[src/hw/rtl/target_change_limiter_top_assert.svh]
// ----------------------------------------------------------------------------
// Target change limiter assertion macros
// Concurrent property wrappers used at the end of the top level.
// ----------------------------------------------------------------------------
`ifndef TARGET_CHANGE_LIMITER_TOP_ASSERT_SVH
`define TARGET_CHANGE_LIMITER_TOP_ASSERT_SVH
`ifndef ASSERT_OFF
`define TCL_ASSERT_IMPL(lbl, clk, rst, ante, cons, msg) \
  lbl: assert property (@(posedge clk) disable iff (rst) (ante) |-> (cons)) else $error(msg);
`define TCL_ASSERT_NEXT(lbl, clk, rst, ante, cons, msg) \
  lbl: assert property (@(posedge clk) disable iff (rst) (ante) |=> (cons)) else $error(msg);
`else
`define TCL_ASSERT_IMPL(lbl, clk, rst, ante, cons, msg)
`define TCL_ASSERT_NEXT(lbl, clk, rst, ante, cons, msg)
`endif
`endif

[src/hw/rtl/tcl_pkg.sv]
// ----------------------------------------------------------------------------
// Target change limiter package
// Shared constants, field layout and controller command type.
// ----------------------------------------------------------------------------
package tcl_pkg;

  localparam int MAIN_SLOTS_DEF  = 10;
  localparam int REPLY_SLOTS_DEF = 5;

  localparam int HASH_W     = 32;
  localparam int TIME_W     = 32;
  localparam int CRED_W     = 4;
  localparam int IN_DATA_W  = 72;
  localparam int OUT_DATA_W = 8;

  localparam int REFILL_PERIOD = 60;
  // floor(x / 60) == (x * 2185) >> 17 for every x below 1920 (60 * 32)
  localparam int RECIP_MUL   = 2185;
  localparam int RECIP_SHIFT = 17;

  localparam logic FUNC_SEND  = 1'b0;
  localparam logic FUNC_REPLY = 1'b1;

  typedef struct packed {
    logic capture;
    logic commit;
  } tcl_cmd_t;

endpackage

[src/hw/rtl/target_change_limiter_top.sv]
// ----------------------------------------------------------------------------
// Target change limiter top level
// Recent-target list with credit limiting of sends to new targets.
// ----------------------------------------------------------------------------
// Usage:
//   Requests enter on the s_ channel: s_tuser is the operation (send or
//   reply), s_tdata carries the target hash, the time in seconds and the
//   exempt and operator flags. Each request yields exactly one result on the
//   m_ channel: allowed flag and the free credit count after the request.
//   The result is registered in the output register when the request
//   commits, which waits until that register is free. Each request has
//   a capture step in the controller (list compare, elapsed time) and a
//   commit step (refill multiply, list shift, credit update); the next
//   request cannot be taken before the previous one has committed.
//   One request is in flight at a time; the next request is taken as soon
//   as the previous one has committed, even while its result still waits.
//   If the receiver stalls, a committed result holds in the output register
//   and the following request waits in its commit cycle until it drains.
//   Reset clears the list to zero, fills the credits, zeroes the refill time
//   and takes effect on the next cycle with no clearing pass.
// ----------------------------------------------------------------------------
`include "target_change_limiter_top_assert.svh"

module target_change_limiter_top import tcl_pkg::*; #(
  parameter int MAIN_SLOTS  = MAIN_SLOTS_DEF,
  parameter int REPLY_SLOTS = REPLY_SLOTS_DEF
) (
  input  logic                  clk,
  input  logic                  rst,
  input  logic                  s_tvalid,
  output logic                  s_tready,
  // [31:0] target_hash, [63:32] now_seconds, [64] target_exempt,
  // [65] target_is_oper, [71:66] zero
  input  logic [IN_DATA_W-1:0]  s_tdata,
  // [0] func
  input  logic                  s_tuser,
  output logic                  m_tvalid,
  input  logic                  m_tready,
  // [0] allowed, [4:1] credits_left, [7:5] zero
  output logic [OUT_DATA_W-1:0] m_tdata
);

  tcl_cmd_t cmd;

  tcl_ctrl u_ctrl (
    .clk      (clk),
    .rst      (rst),
    .s_tvalid (s_tvalid),
    .s_tready (s_tready),
    .m_tvalid (m_tvalid),
    .m_tready (m_tready),
    .cmd      (cmd)
  );

  tcl_dp #(
    .MAIN_SLOTS  (MAIN_SLOTS),
    .REPLY_SLOTS (REPLY_SLOTS)
  ) u_dp (
    .clk      (clk),
    .rst      (rst),
    .cmd      (cmd),
    .in_data  (s_tdata),
    .in_func  (s_tuser),
    .out_data (m_tdata)
  );

  `TCL_ASSERT_NEXT(a_one_in_flight, clk, rst, s_tvalid && s_tready, !s_tready, "second request taken before commit")
  `TCL_ASSERT_NEXT(a_commit_shows, clk, rst, cmd.commit, m_tvalid, "committed result not presented")
  `TCL_ASSERT_IMPL(a_no_overwrite, clk, rst, m_tvalid && !m_tready, !cmd.commit, "commit over a stalled result")

endmodule

[src/hw/rtl/tcl_ctrl.sv]
// ----------------------------------------------------------------------------
// Target change limiter controller
// Sequences capture and commit of one request and owns the result valid.
// ----------------------------------------------------------------------------
module tcl_ctrl import tcl_pkg::*; (
  input  logic     clk,
  input  logic     rst,
  input  logic     s_tvalid,
  output logic     s_tready,
  output logic     m_tvalid,
  input  logic     m_tready,
  output tcl_cmd_t cmd
);

  typedef enum logic {
    ST_IDLE,
    ST_UPD
  } state_t;

  state_t state;

  always_comb begin
    s_tready    = (state == ST_IDLE);
    cmd.capture = (state == ST_IDLE) && s_tvalid;
    cmd.commit  = (state == ST_UPD) && (!m_tvalid || m_tready);
  end

  always_ff @(posedge clk) begin
    if (rst) begin
      state    <= ST_IDLE;
      m_tvalid <= 1'b0;
    end else begin
      case (state)
        ST_IDLE: begin
          if (cmd.capture) state <= ST_UPD;
        end
        ST_UPD: begin
          if (cmd.commit) state <= ST_IDLE;
        end
        default: state <= ST_IDLE;
      endcase
      if (cmd.commit) begin
        m_tvalid <= 1'b1;
      end else if (m_tready) begin
        m_tvalid <= 1'b0;
      end
    end
  end

endmodule

[src/hw/rtl/tcl_dp.sv]
// ----------------------------------------------------------------------------
// Target change limiter datapath
// Recent-target shift list, credit counter with timed refill, result register.
// ----------------------------------------------------------------------------
module tcl_dp import tcl_pkg::*; #(
  parameter int MAIN_SLOTS  = MAIN_SLOTS_DEF,
  parameter int REPLY_SLOTS = REPLY_SLOTS_DEF
) (
  input  logic                  clk,
  input  logic                  rst,
  input  tcl_cmd_t              cmd,
  input  logic [IN_DATA_W-1:0]  in_data,
  input  logic                  in_func,
  output logic [OUT_DATA_W-1:0] out_data
);

  localparam int DEPTH = MAIN_SLOTS + REPLY_SLOTS;
  localparam int CW    = $clog2(MAIN_SLOTS + 1);
  localparam int CLAMP = REFILL_PERIOD * MAIN_SLOTS;
  localparam int EW    = $clog2(CLAMP + 1);
  localparam int PW    = EW + 12;
  localparam int KW    = PW - RECIP_SHIFT;

  logic [HASH_W-1:0] list [DEPTH];
  logic [CW-1:0]     free_cred;
  logic [TIME_W-1:0] last_refill;
  logic              started;

  logic [HASH_W-1:0] hash_q;
  logic [TIME_W-1:0] now_q;
  logic              func_q;
  logic              bypass_q;
  logic [DEPTH:0]    seen_q;
  logic [EW-1:0]     ecl_q;

  // capture side
  logic [HASH_W-1:0] h_in;
  logic [TIME_W-1:0] now_in;
  logic              exempt_in;
  logic              oper_in;
  logic [DEPTH:0]    match;
  logic [DEPTH:0]    seen;
  logic [TIME_W-1:0] elapsed;
  logic [EW-1:0]     ecl;

  // commit side
  logic [PW-1:0]       prod;
  logic [KW-1:0]       kval;
  logic [PW-1:0]       sum;
  logic [CW-1:0]       refilled;
  logic                found;
  logic                allowed;
  logic                send_upd;
  logic                reply_upd;
  logic [CW-1:0]       free_mid;
  logic [CW-1:0]       free_next;
  logic [TIME_W-1:0]   last_next;
  logic                started_next;
  logic [HASH_W-1:0]   list_next [DEPTH];
  logic [CW+CRED_W-1:0] cred_ext;

  assign h_in      = in_data[HASH_W-1:0];
  assign now_in    = in_data[HASH_W+TIME_W-1:HASH_W];
  assign exempt_in = in_data[HASH_W+TIME_W];
  assign oper_in   = in_data[HASH_W+TIME_W+1];

  always_comb begin
    match = '0;
    for (int j = 0; j < DEPTH; j++) begin
      match[j] = (list[j] == h_in);
    end
    // seen[j]: some entry below j already holds the hash
    for (int j = 0; j <= DEPTH; j++) begin
      seen[j] = |(match & (((DEPTH+1)'(1) << j) - (DEPTH+1)'(1)));
    end
    elapsed = (now_in > last_refill) ? (now_in - last_refill) : '0;
    // past the clamp the refill saturates anyway
    ecl = (elapsed >= TIME_W'(CLAMP)) ? EW'(CLAMP) : elapsed[EW-1:0];
  end

  always_comb begin
    prod     = PW'(ecl_q) * PW'(RECIP_MUL);
    kval     = prod[PW-1:RECIP_SHIFT];
    sum      = PW'(free_cred) + PW'(kval);
    refilled = (sum > PW'(MAIN_SLOTS)) ? CW'(MAIN_SLOTS) : sum[CW-1:0];
    found    = seen_q[DEPTH];

    allowed      = 1'b1;
    send_upd     = 1'b0;
    reply_upd    = 1'b0;
    free_mid     = free_cred;
    free_next    = free_cred;
    last_next    = last_refill;
    started_next = started;

    if (func_q == FUNC_SEND) begin
      if (bypass_q) begin
        allowed = 1'b1;
      end else if (found) begin
        send_upd = 1'b1;
      end else begin
        if (free_cred < CW'(MAIN_SLOTS)) begin
          if (!started) begin
            started_next = 1'b1;
            last_next    = now_q;
          end else if (kval != '0) begin
            free_mid  = refilled;
            last_next = now_q;
          end else if (free_cred == '0) begin
            allowed = 1'b0;
          end
        end else begin
          last_next    = now_q;
          started_next = 1'b1;
        end
        if (allowed) begin
          send_upd  = 1'b1;
          free_next = (free_mid == '0) ? '0 : free_mid - CW'(1);
        end
      end
    end else begin
      reply_upd = !bypass_q;
    end

    for (int j = 0; j < DEPTH; j++) begin
      list_next[j] = list[j];
    end
    if (send_upd) begin
      list_next[0] = hash_q;
      for (int j = 1; j < DEPTH; j++) begin
        if (!seen_q[j]) list_next[j] = list[j-1];
      end
    end
    if (reply_upd) begin
      if (!seen_q[MAIN_SLOTS+1]) list_next[MAIN_SLOTS] = hash_q;
      for (int j = MAIN_SLOTS + 1; j < DEPTH; j++) begin
        if (!seen_q[j]) list_next[j] = list[j-1];
      end
    end

    cred_ext = (CW+CRED_W)'(free_next);
  end

  always_ff @(posedge clk) begin
    if (cmd.capture) begin
      hash_q   <= h_in;
      now_q    <= now_in;
      func_q   <= in_func;
      // exempt skips everything; an operator skips sends while the clock is behind
      bypass_q <= exempt_in || (in_func == FUNC_SEND && oper_in && last_refill > now_in);
      seen_q   <= seen;
      ecl_q    <= ecl;
    end
    if (cmd.commit) begin
      out_data <= {(OUT_DATA_W-CRED_W-1)'(0), cred_ext[CRED_W-1:0], allowed};
    end
  end

  always_ff @(posedge clk) begin
    if (rst) begin
      for (int j = 0; j < DEPTH; j++) begin
        list[j] <= '0;
      end
      free_cred   <= CW'(MAIN_SLOTS);
      last_refill <= '0;
      started     <= 1'b0;
    end else if (cmd.commit) begin
      for (int j = 0; j < DEPTH; j++) begin
        list[j] <= list_next[j];
      end
      free_cred   <= free_next;
      last_refill <= last_next;
      started     <= started_next;
    end
  end

endmodule
[config.mk]
export PLATFORM = sky130hd
export DESIGN_NAME = target_change_limiter_top
export DESIGN_NICKNAME = d
export VERILOG_FILES = /design/src/hw/rtl/tcl_pkg.sv /design/src/hw/rtl/target_change_limiter_top.sv /design/src/hw/rtl/tcl_ctrl.sv /design/src/hw/rtl/tcl_dp.sv
export VERILOG_INCLUDE_DIRS = /design/src /design/src/hw/rtl
export SDC_FILE = /design/constraint.sdc
export NUM_CORES = 1
export LEC_CHECK = 0
export ABC_AREA = 1
export CAP_MARGIN = 30
export CORE_UTILIZATION = 50
export DETAILED_ROUTE_END_ITERATION = 7
export DONT_BUFFER_PORTS = 1
export PLACE_DENSITY = 0.68
export RECOVER_POWER = 50
export SYNTH_ARGS = -nofsm -noshare
export SYNTH_HDL_FRONTEND = slang
export SYNTH_SLANG_ARGS = --single-unit
[constraint.sdc]
create_clock -name clk -period 6.79 [get_ports clk]
set_clock_uncertainty 0.2 [all_clocks]
set_input_delay 0.679 -clock clk [delete_from_list [all_inputs] [get_ports clk]]
set_output_delay 0.679 -clock clk [all_outputs]
set_load 0.01 [all_outputs]
==> PnR_summary.wiki, run 1 <==
{| class="wikitable"
! Metric !! Value
|-
| Status || finished with violations
|-
| Violations in the final reports || max-capacitance violations, max-slew violations
|-
| Number of flops mapped to enable cells by yosys || ~580
|-
| Number of warning messages in the yosys log || 0
|-
| Tightest slew margin relative to the limit || -169%
|-
| Worst setup margin || just under 1 ns
|-
| Via count normalized by instance count || about 5.6
|-
| Clock Path Buffers || 3
|-
| Number of placed instances with taps included || between 4000 and 5000
|-
| Vias in the first global route || approximately 25000
|-
| Power density over the cells || ~250 nW/um2
|-
| Pre-CTS setup slack || 1.35 ns
|-
| R2r startpoint || u_dp.ecl_q[6]$_SDFFCE_PP1P_
|-
| Total overflow reported by the global router || 0
|-
| Number of top-level pins || slightly below 90
|-
| Library cell with the largest summed area after synthesis || sky130_fd_sc_hd__edfxtp_1
|-
| Ratio of cells with drive above 1 in the final layout || between 4 and 5%
|-
| Final wirelength || 104000 um
|-
| Total count of max-transition violations in the final report || 222
|-
| Avg Inst Size Synth || about 8.9 um2
|-
| Area after detailed placement || ~35000 um2
|-
| Routed len/inst || about 22 um
|-
| Remaining design rule violation count || 0
|-
| Number of maximum-capacitance violations || 5
|-
| Design area || between 30000 and 40000 um2
|-
| Final standard cell utilization of the core || ~56%
|-
| Clk Latency, worst-skew pair || around 0.64 ns
|-
| # H-tree levels || 3
|-
| Largest net degree at the start of global routing || 146
|-
| Startpoint of the tightest hold check path || s_tvalid
|-
| CTS Root Cell || sky130_fd_sc_hd__clkbuf_16
|-
| Die Span X || about 260 um
|-
| Share of synthesized registers carrying an async set or reset || 0%
|-
| DRT antenna net count || 0
|-
| First-iteration detailed-routing DRC count || approximately 3000
|-
| Die Span Y || 264 um
|-
| Placeable core area || 67600 um2
|-
| Total track usage || roughly 30%
|-
| RSZ-0062 raised after global routing || false
|-
| Worst ir drop on vdd || ~0.00024 V
|-
| Worst Tran Pin Value || between 4 and 5 ns
|-
| Clock sink total || 615
|-
| Count of nets after finishing || roughly 4000
|-
| Final number of hold-violating endpoints || 0
|-
| Main synth FF type || sky130_fd_sc_hd__edfxtp_1
|-
| Max Clk Rate || roughly 170 MHz
|-
| Count of final setup violators || 0
|-
| Critical path required time || ~7 ns
|-
| Element type at the critical path start || flip-flop
|-
| Area share of the largest cell type after synthesis || 50.3%
|-
| Sequential element share of the synthesized area || a little over half
|-
| Final estimated routing congestion in global placement || 0.970
|-
| Number of antenna violations at the first check in global routing || 2
|-
| Count of non-filler cells in the finished layout || about 4800
|-
| Share of the clock period used by the worst path after layout || 85.5%
|-
| Total leakage power || between 15 and 20 nW
|-
| Clk slew on worst S/H paths || roughly 0.06 ns
|-
| Setup tns final || 0 ns
|-
| Dominant cells by area after synthesis || sky130_fd_sc_hd__edfxtp_1, sky130_fd_sc_hd__nand2_1, sky130_fd_sc_hd__inv_1
|-
| Final worst path period need || just under 6 ns
|-
| First-pass GRT wire length || between 150000 and 200000 um
|-
| Starting utilization of the core area || between 50% and 60%
|-
| Critical Path End Type || flip-flop
|-
| Number of detailed-route iterations in the first pass || 8
|-
| Instance count of the mapped netlist || about 3900
|-
| Cts bufs inserted || about 70
|-
| Clock tree from TritonCTS || done
|-
| Die Footprint || roughly 70000 um2
|-
| Via count of the routed design || between 20000 and 30000
|-
| Crit path kind || flip-flop to flip-flop
|-
| Post-synthesis instance area || between 30000 and 40000 um2
|-
| Largest fanout on the critical path || 51
|-
| Post-cts resize count || 0
|-
| Area delta synth->final || 10.3%
|-
| Count of input and output buffers || 0
|-
| Number of distinct library cells after synthesis || 52
|-
| Data arrival at the endpoint of the critical path || just under 6 ns
|-
| Post-DP HPWL || roughly 70000 um
|-
| Synth Register Bits || roughly 620
|-
| # rows || 95
|-
| Critical Path Source || u_dp.ecl_q[6]$_SDFFCE_PP1P_
|-
| HP Class || primary input to flip-flop
|}
-- Yosys cell counts, drive strengths merged (2+ instances only) --
cell	instances
a21o	2
a21oi	251
a221oi	2
a31oi	5
buf	99
clkbuf	81
clkinv	4
dfxtp	39
edfxtp	576
fa	9
ha	79
inv	626
nand2	694
nand3	116
nand3b	8
nand4	124
nor2	497
nor3	14
nor4	50
o2111ai	29
o211ai	9
o21ai	203
o21bai	4
o221ai	4
o22ai	6
o31ai	10
or2	15
xnor2	203
xor2	89
-- layout by cell type (no fill, tap or decap), drive strengths merged, types with 14 or more instances in the layout --
cell           n
dlygate4sd3   66
xnor2        203
xor2          89
ha            79
edfxtp       576
nor3          14
nand2        694
buf           22
nand3        116
inv          628
clkbuf        94
o21ai        203
or2           15
nor4          50
nor2         497
nand4        124
clkinv        37
dfxtp         39
o2111ai       29
a21oi        251
-- sequential cells by signal (all words and copies together), names as in the netlist --
signal,count
u_dp.list,480
u_ctrl.state,1
u_dp.bypass_q,1
u_ctrl.m_tvalid,1
u_dp.seen_q,15
u_dp.free_cred,4
u_dp.last_refill,32
u_dp.hash_q,32
u_dp.ecl_q,10
u_dp.started,1
u_dp.func_q,1
u_dp.out_data,5
u_dp.now_q,32
-- repair_timing --
action	in CTS	in global routing
hold buffers	66	0
setup endpoints to repair	0	0
setup buffers	0	0
endpoints found under the hold margin	68	0
-- per-stage QoR --
stage | hold WS [ns] | total power [mW]
floorplan | 0.233 | 5.59
global placement | 0.244 | 5.83
detailed placement | 0.251 | 5.86
CTS | 0.0389 | 9.62
global route | 0.0546 | 9.95
finish | 0.0252 | 9.61
-- per-layer routing --
layer / GRT usage [%] / vias to the layer above / wire length (um)
li1: - / 12669 / -
met1: 40.9 / 12607 / 42100
met2: 45.4 / 1323 / 46100
met3: 7.09 / 239 / 11900
met4: 11.3 / 2 / 3830
met5: 0 / - / 13
-- worst paths after layout --
check / to / slack (ns) / depth (start not counted)
worst min-delay path: u_ctrl.state$_SDFF_PP0_ / 0.03 / 2
worst max register to register: u_dp.list[0][79]$_SDFFCE_PN0P_ / 0.98 / 23
worst min register to register: u_dp.last_refill[3]$_SDFFE_PP0P_ / 0.26 / 2
worst max-delay path: u_dp.list[0][79]$_SDFFCE_PN0P_ / 0.98 / 23
-- critical path: stages (launching register included) --
cell                       delay, ns
sky130_fd_sc_hd__edfxtp_1       0.47
sky130_fd_sc_hd__ha_1           0.32
sky130_fd_sc_hd__inv_1          0.05
sky130_fd_sc_hd__fa_1           0.43
sky130_fd_sc_hd__inv_1          0.07
sky130_fd_sc_hd__ha_1           0.13
sky130_fd_sc_hd__inv_1          0.05
sky130_fd_sc_hd__fa_1           0.50
sky130_fd_sc_hd__inv_1          0.04
sky130_fd_sc_hd__ha_1           0.30
sky130_fd_sc_hd__nand4_1        0.10
sky130_fd_sc_hd__nor3_1         0.14
sky130_fd_sc_hd__nand2_1        0.10
sky130_fd_sc_hd__nand2_1        0.09
sky130_fd_sc_hd__nand2_1        0.06
sky130_fd_sc_hd__nand2_1        0.15
sky130_fd_sc_hd__nand2_1        0.07
sky130_fd_sc_hd__nor2_1         0.18
sky130_fd_sc_hd__nand2_1        0.18
sky130_fd_sc_hd__nor2_1         0.22
sky130_fd_sc_hd__nand3_1        0.22
sky130_fd_sc_hd__nand3_4        0.34
sky130_fd_sc_hd__clkbuf_2       0.86
sky130_fd_sc_hd__nor2_1         0.21
-- cells by family (layout without fill, tap and decap cells) --
| kind of cell | count (synthesis) | in the layout | synth area share [%] |
|---|---|---|---|
| xor+xnor | 292 | 292 | 7.44 |
| compound gates | 533 | 533 | 8.44 |
| flops | 615 | 615 | 52.6 |
| fa+ha+maj | 88 | 88 | 3.40 |
| other cells | 1 | 4 | 0.0109 |
| simple gates | 1520 | 1520 | 18.8 |
| buf+inv | 810 | 853 | 9.34 |
-- power by group --
| group | internal, mW | leakage (nW) | total, mW | switching (mW) |
|---|---|---|---|---|
| logic | 0.436 | 8.20 | 1.22 | 0.780 |
| registers | 4.44 | 6.22 | 4.63 | 0.186 |
| clock network | 2.14 | 1.10 | 3.77 | 1.63 |
| total | 7.02 | 15.5 | 9.61 | 2.60 |
-- layout make-up --
type / instances / area (um2)
fillers: 5858 / 29700
flip-flops and latches: 615 / 18100
multi-input cells: 2436 / 13200
inverters: 630 / 2370
clock buffers: 85 / 1800
well taps: 873 / 1090
repair buffers: 97 / 910
clock inverters: 41 / 458
diodes: 1 / 2.50
Note: power is estimated with default switching activity, not from simulation.
==> run 2: changes to the inputs <==
- PLACE_DENSITY: 0.68 -> 0.75
==> run 2 against run 1 <==
Effect of this change:
- the run still ends with max-capacitance violations, max-slew violations left
- total power down 0.21%
- clock-buffer cell count down 7
- die area unchanged
- fmax down 1.9%
- largest cell class unchanged
==> PnR_summary.wiki, run 2 (synthesized netlist as in run 1, its figures left out) <==
{| class="wikitable"
! Metric !! Value
|-
| Clock tree from TritonCTS || done (unchanged)
|-
| Critical path required time || 6.92 ns (was 6.91 ns)
|-
| Pre-CTS setup slack || 1.38 ns (was 1.35 ns)
|-
| Via count normalized by instance count || 5.78 (was 5.62)
|-
| Number of detailed-route iterations in the first pass || 6 (was 8)
|-
| Via count of the routed design || 27518 (was 26840)
|-
| First-iteration detailed-routing DRC count || 3660 (was 3035)
|-
| Crit path kind || flip-flop to flip-flop (unchanged)
|-
| Placeable core area || 67600 um2 (unchanged)
|-
| RSZ-0062 raised after global routing || false (unchanged)
|-
| Tightest slew margin relative to the limit || -92.2% (was -169%)
|-
| Flop2flop setup slack || 0.87 ns (was 0.98 ns)
|-
| Worst setup margin || 0.871 ns (was 0.984 ns)
|-
| Most common cell type on the critical path || sky130_fd_sc_hd__nand2_1 (unchanged)
|-
| HP Class || primary input to flip-flop (unchanged)
|-
| Delay of the slowest cell on the worst path || 0.72 ns (was 0.86 ns)
|-
| Post-DP HPWL || 68100 um (was 68600 um)
|-
| Critical Path End || u_dp.list[0][215]$_SDFFCE_PN0P_ (was u_dp.list[0][79]$_SDFFCE_PN0P_)
|-
| Clk Latency, worst-skew pair || 0.64 ns (about the same)
|-
| DRT antenna net count || 0 (unchanged)
|-
| Power density over the cells || 253 nW/um2 (was 254 nW/um2)
|-
| Cells along the critical path || ha_1 -> inv_1 -> fa_1 -> inv_1 -> ha_1 -> inv_1 -> fa_1 -> inv_1 -> ha_1 -> nand2_1 -> o21ai_0 -> a21oi_1 -> nand2_1 -> nand2_1 -> nand2_1 -> nand2_2 -> nor2_1 -> nand2_1 -> nor2_1 -> nand3_1 -> nand3_1 -> buf_4 -> nor2_1 (was ha_1 -> inv_1 -> fa_1 -> inv_1 -> ha_1 -> inv_1 -> fa_1 -> inv_1 -> ha_1 -> nand4_1 -> nor3_1 -> nand2_1 -> nand2_1 -> nand2_1 -> nand2_1 -> nand2_1 -> nor2_1 -> nand2_1 -> nor2_1 -> nand3_1 -> nand3_4 -> clkbuf_2 -> nor2_1)
|-
| Ratio of cells with drive above 1 in the final layout || 4.19% (was 4.18%)
|-
| Total overflow reported by the global router || 0 (unchanged)
|-
| R2r startpoint || u_dp.ecl_q[6]$_SDFFCE_PP1P_ (unchanged)
|-
| Number of maximum-capacitance violations || 4 (was 5)
|-
| Remaining design rule violation count || 0 (unchanged)
|-
| Critical Path Source || u_dp.ecl_q[6]$_SDFFCE_PP1P_ (unchanged)
|-
| FF-to-FF End || u_dp.list[0][215]$_SDFFCE_PN0P_ (was u_dp.list[0][79]$_SDFFCE_PN0P_)
|-
| Status || finished with violations (unchanged)
|-
| Count of nets after finishing || 4006 (was 4014)
|-
| Worst Tran Pin Value || 2.88 ns (was 4.03 ns)
|-
| # rows || 95 (unchanged)
|-
| Critical Path End Type || flip-flop (unchanged)
|-
| Sw Share || 27.1% (was 27.0%)
|-
| Leading cell type in the layout, fill and taps excluded || sky130_fd_sc_hd__nand2_1 (unchanged)
|-
| Die Span Y || 264 um (unchanged)
|-
| Count of final setup violators || 0 (unchanged)
|-
| Cts bufs inserted || 66 (was 69)
|-
| Max Clk Rate || 169 MHz (was 172 MHz)
|-
| Area delta synth->final || 10.2% (was 10.3%)
|-
| Total count of max-transition violations in the final report || 248 (was 222)
|-
| Die Footprint || 69800 um2 (unchanged)
|-
| Net switching power || 2.60 mW (about the same)
|-
| Largest net degree at the start of global routing || 137 (was 146)
|-
| First-pass GRT wire length || 154000 um (was 155000 um)
|-
| Internal power component || 6.99 mW (was 7.02 mW)
|-
| Data arrival at the endpoint of the critical path || 6.05 ns (was 5.93 ns)
|-
| Number of setup buffers added after CTS || 0 (unchanged)
|-
| Portion of total power attributed to the clock network || 38.9% (was 39.2%)
|-
| Violations in the final reports || max-capacitance violations, max-slew violations (unchanged)
|-
| Sequential power share || 48.2% (was 48.1%)
|-
| Starting utilization of the core area || 50.8% (unchanged)
|-
| Setup tns final || 0 ns (unchanged)
|-
| Element type at the critical path start || flip-flop (unchanged)
|-
| Die Span X || 264 um (unchanged)
|-
| Final worst path period need || 5.92 ns (was 5.81 ns)
|-
| Clock sink total || 615 (unchanged)
|-
| # H-tree levels || 3 (unchanged)
|-
| Crit path max-delay cell type || sky130_fd_sc_hd__buf_4 (was sky130_fd_sc_hd__clkbuf_2)
|-
| R2R depth || 23 (unchanged)
|-
| Final estimated routing congestion in global placement || 0.982 (was 0.970)
|-
| Fillcell total || 5639 (was 5858)
|-
| Number of antenna violations at the first check in global routing || 4 (was 2)
|-
| Number of top-level pins || 87 (unchanged)
|-
| Clk slew on worst S/H paths || 0.06 ns (about the same)
|-
| Most flop-heavy register || u_dp.list (unchanged)
|-
| Largest fanout on the critical path || 74 (was 51)
|-
| Hold Slack || 0.0694 ns (was 0.0252 ns)
|-
| Vias in the first global route || 26023 (was 24950)
|-
| Routed len/inst || 21.9 um (was 21.8 um)
|-
| Clock Path Buffers || 3 (unchanged)
|-
| Flip-flop count of the largest register after layout || 480 (unchanged)
|-
| Combinational share of power || 12.9% (was 12.7%)
|-
| Final wirelength || 104000 um (about the same)
|-
| Total leakage power || 15.5 nW (about the same)
|-
| Total track usage || 29.4% (was 29.7%)
|-
| Commonest non-fill, non-tap cells in the layout || sky130_fd_sc_hd__nand2_1, sky130_fd_sc_hd__inv_1, sky130_fd_sc_hd__edfxtp_1, sky130_fd_sc_hd__nor2_1, sky130_fd_sc_hd__a21oi_1 (unchanged)
|-
| CTS Root Cell || sky130_fd_sc_hd__clkbuf_16 (unchanged)
|-
| Share of the clock period used by the worst path after layout || 87.2% (was 85.5%)
|-
| Count of input and output buffers || 0 (unchanged)
|-
| Final number of hold-violating endpoints || 0 (unchanged)
|-
| Worst ir drop on vdd || 0.000218 V (was 0.000236 V)
|}
==> run 2: changes by cell type in the layout (fill, tap and decap cells not counted), moves of 2 or more <==
cell                         change
sky130_fd_sc_hd__clkbuf_1        -9
sky130_fd_sc_hd__clkinv_1        -3
sky130_fd_sc_hd__buf_4           -2
sky130_fd_sc_hd__clkbuf_16       -2
sky130_fd_sc_hd__clkbuf_2        -2
sky130_fd_sc_hd__clkbuf_8        +2
sky130_fd_sc_hd__clkinv_2        -2
sky130_fd_sc_hd__clkinv_8        -2
sky130_fd_sc_hd__clkinvlp_4      +2
sky130_fd_sc_hd__nand2_1         -2
sky130_fd_sc_hd__nand2_2         +2
==> run 2: worst min path at each step <==
stage,startpoint,endpoint,depth (start not counted)
6_report,rst,u_dp.last_refill[1]$_SDFFE_PP0P_,3
5_1_grt,rst,u_dp.last_refill[1]$_SDFFE_PP0P_,3
4_1_cts,rst,u_dp.list[0][341]$_SDFFCE_PP0P_,3
3_5_place_dp,u_dp.last_refill[7]$_SDFFE_PP0P_,u_dp.last_refill[7]$_SDFFE_PP0P_,2
3_3_place_gp,u_dp.last_refill[12]$_SDFFE_PP0P_,u_dp.last_refill[12]$_SDFFE_PP0P_,2
2_1_floorplan,u_dp.last_refill[10]$_SDFFE_PP0P_,u_dp.last_refill[10]$_SDFFE_PP0P_,2
==> run 2: cell type report <==
| type | count | area [um2] | share of cell area (%) |
|---|---|---|---|
| antenna | 1 | 2.50 | 0.00660 |
| clock buffer | 78 | 1750 | 4.61 |
| clock inverter | 40 | 487 | 1.28 |
| inverter | 630 | 2370 | 6.25 |
| multi-input combinational | 2436 | 13200 | 34.9 |
| sequential | 615 | 18100 | 47.7 |
| tap | 873 | 1090 | 2.88 |
| timing repair buffer | 92 | 905 | 2.39 |
==> run 2: power by group through the flow <==
| stage | Combinational, mW | Clock [mW] | Sequential [mW] |
|---|---|---|---|
| after floorplan | 0.942 | 0 | 4.64 |
| after global placement | 1.14 | 0 | 4.68 |
| after detailed placement | 1.17 | 0 | 4.69 |
| after CTS | 1.22 | 3.74 | 4.61 |
| after global routing | 1.37 | 3.87 | 4.65 |
| final | 1.24 | 3.73 | 4.63 |
==> run 2: per-stage QoR <==
stage	instances	instance area (um2)	power (mW)	utilization, %
6_report	4765	37900	9.59	56.0
3_5_place_dp	4579	35000	5.86	51.8
5_1_grt	4764	37900	9.89	56.0
4_1_cts	4763	37900	9.57	56.1
2_1_floorplan	3861	34400	5.59	-
3_3_place_gp	4577	35000	5.82	51.7
==> run 2: what timing repair did <==
item	in CTS	in global routing
hold buffers	66	0
resized for setup	0	0
hold endpoints to repair	68	0
==> run 2: critical path, delay by kind of cell, from the launching register on <==
kind	cells	cell delay (ns)
flip-flops	1	0.47
buffers and inverters	5	0.92
AO/OA/AOI/OAI	2	0.44
adder cells (fa/ha/maj)	5	1.66
AND/OR/NAND/NOR	11	1.89
==> run 2: layer usage <==
| layer | share of wire [%] | GRT usage [%] | up-vias | routed length (um) |
|---|---|---|---|---|
| li1 | - | - | 12649 | - |
| met1 | 38 | 38.4 | 12875 | 40100 |
| met2 | 44 | 45.4 | 1664 | 46200 |
| met3 | 13 | 8.09 | 326 | 13100 |
| met4 | 4.6 | 13.7 | 4 | 4850 |
| met5 | 0.026 | 0 | - | 27 |
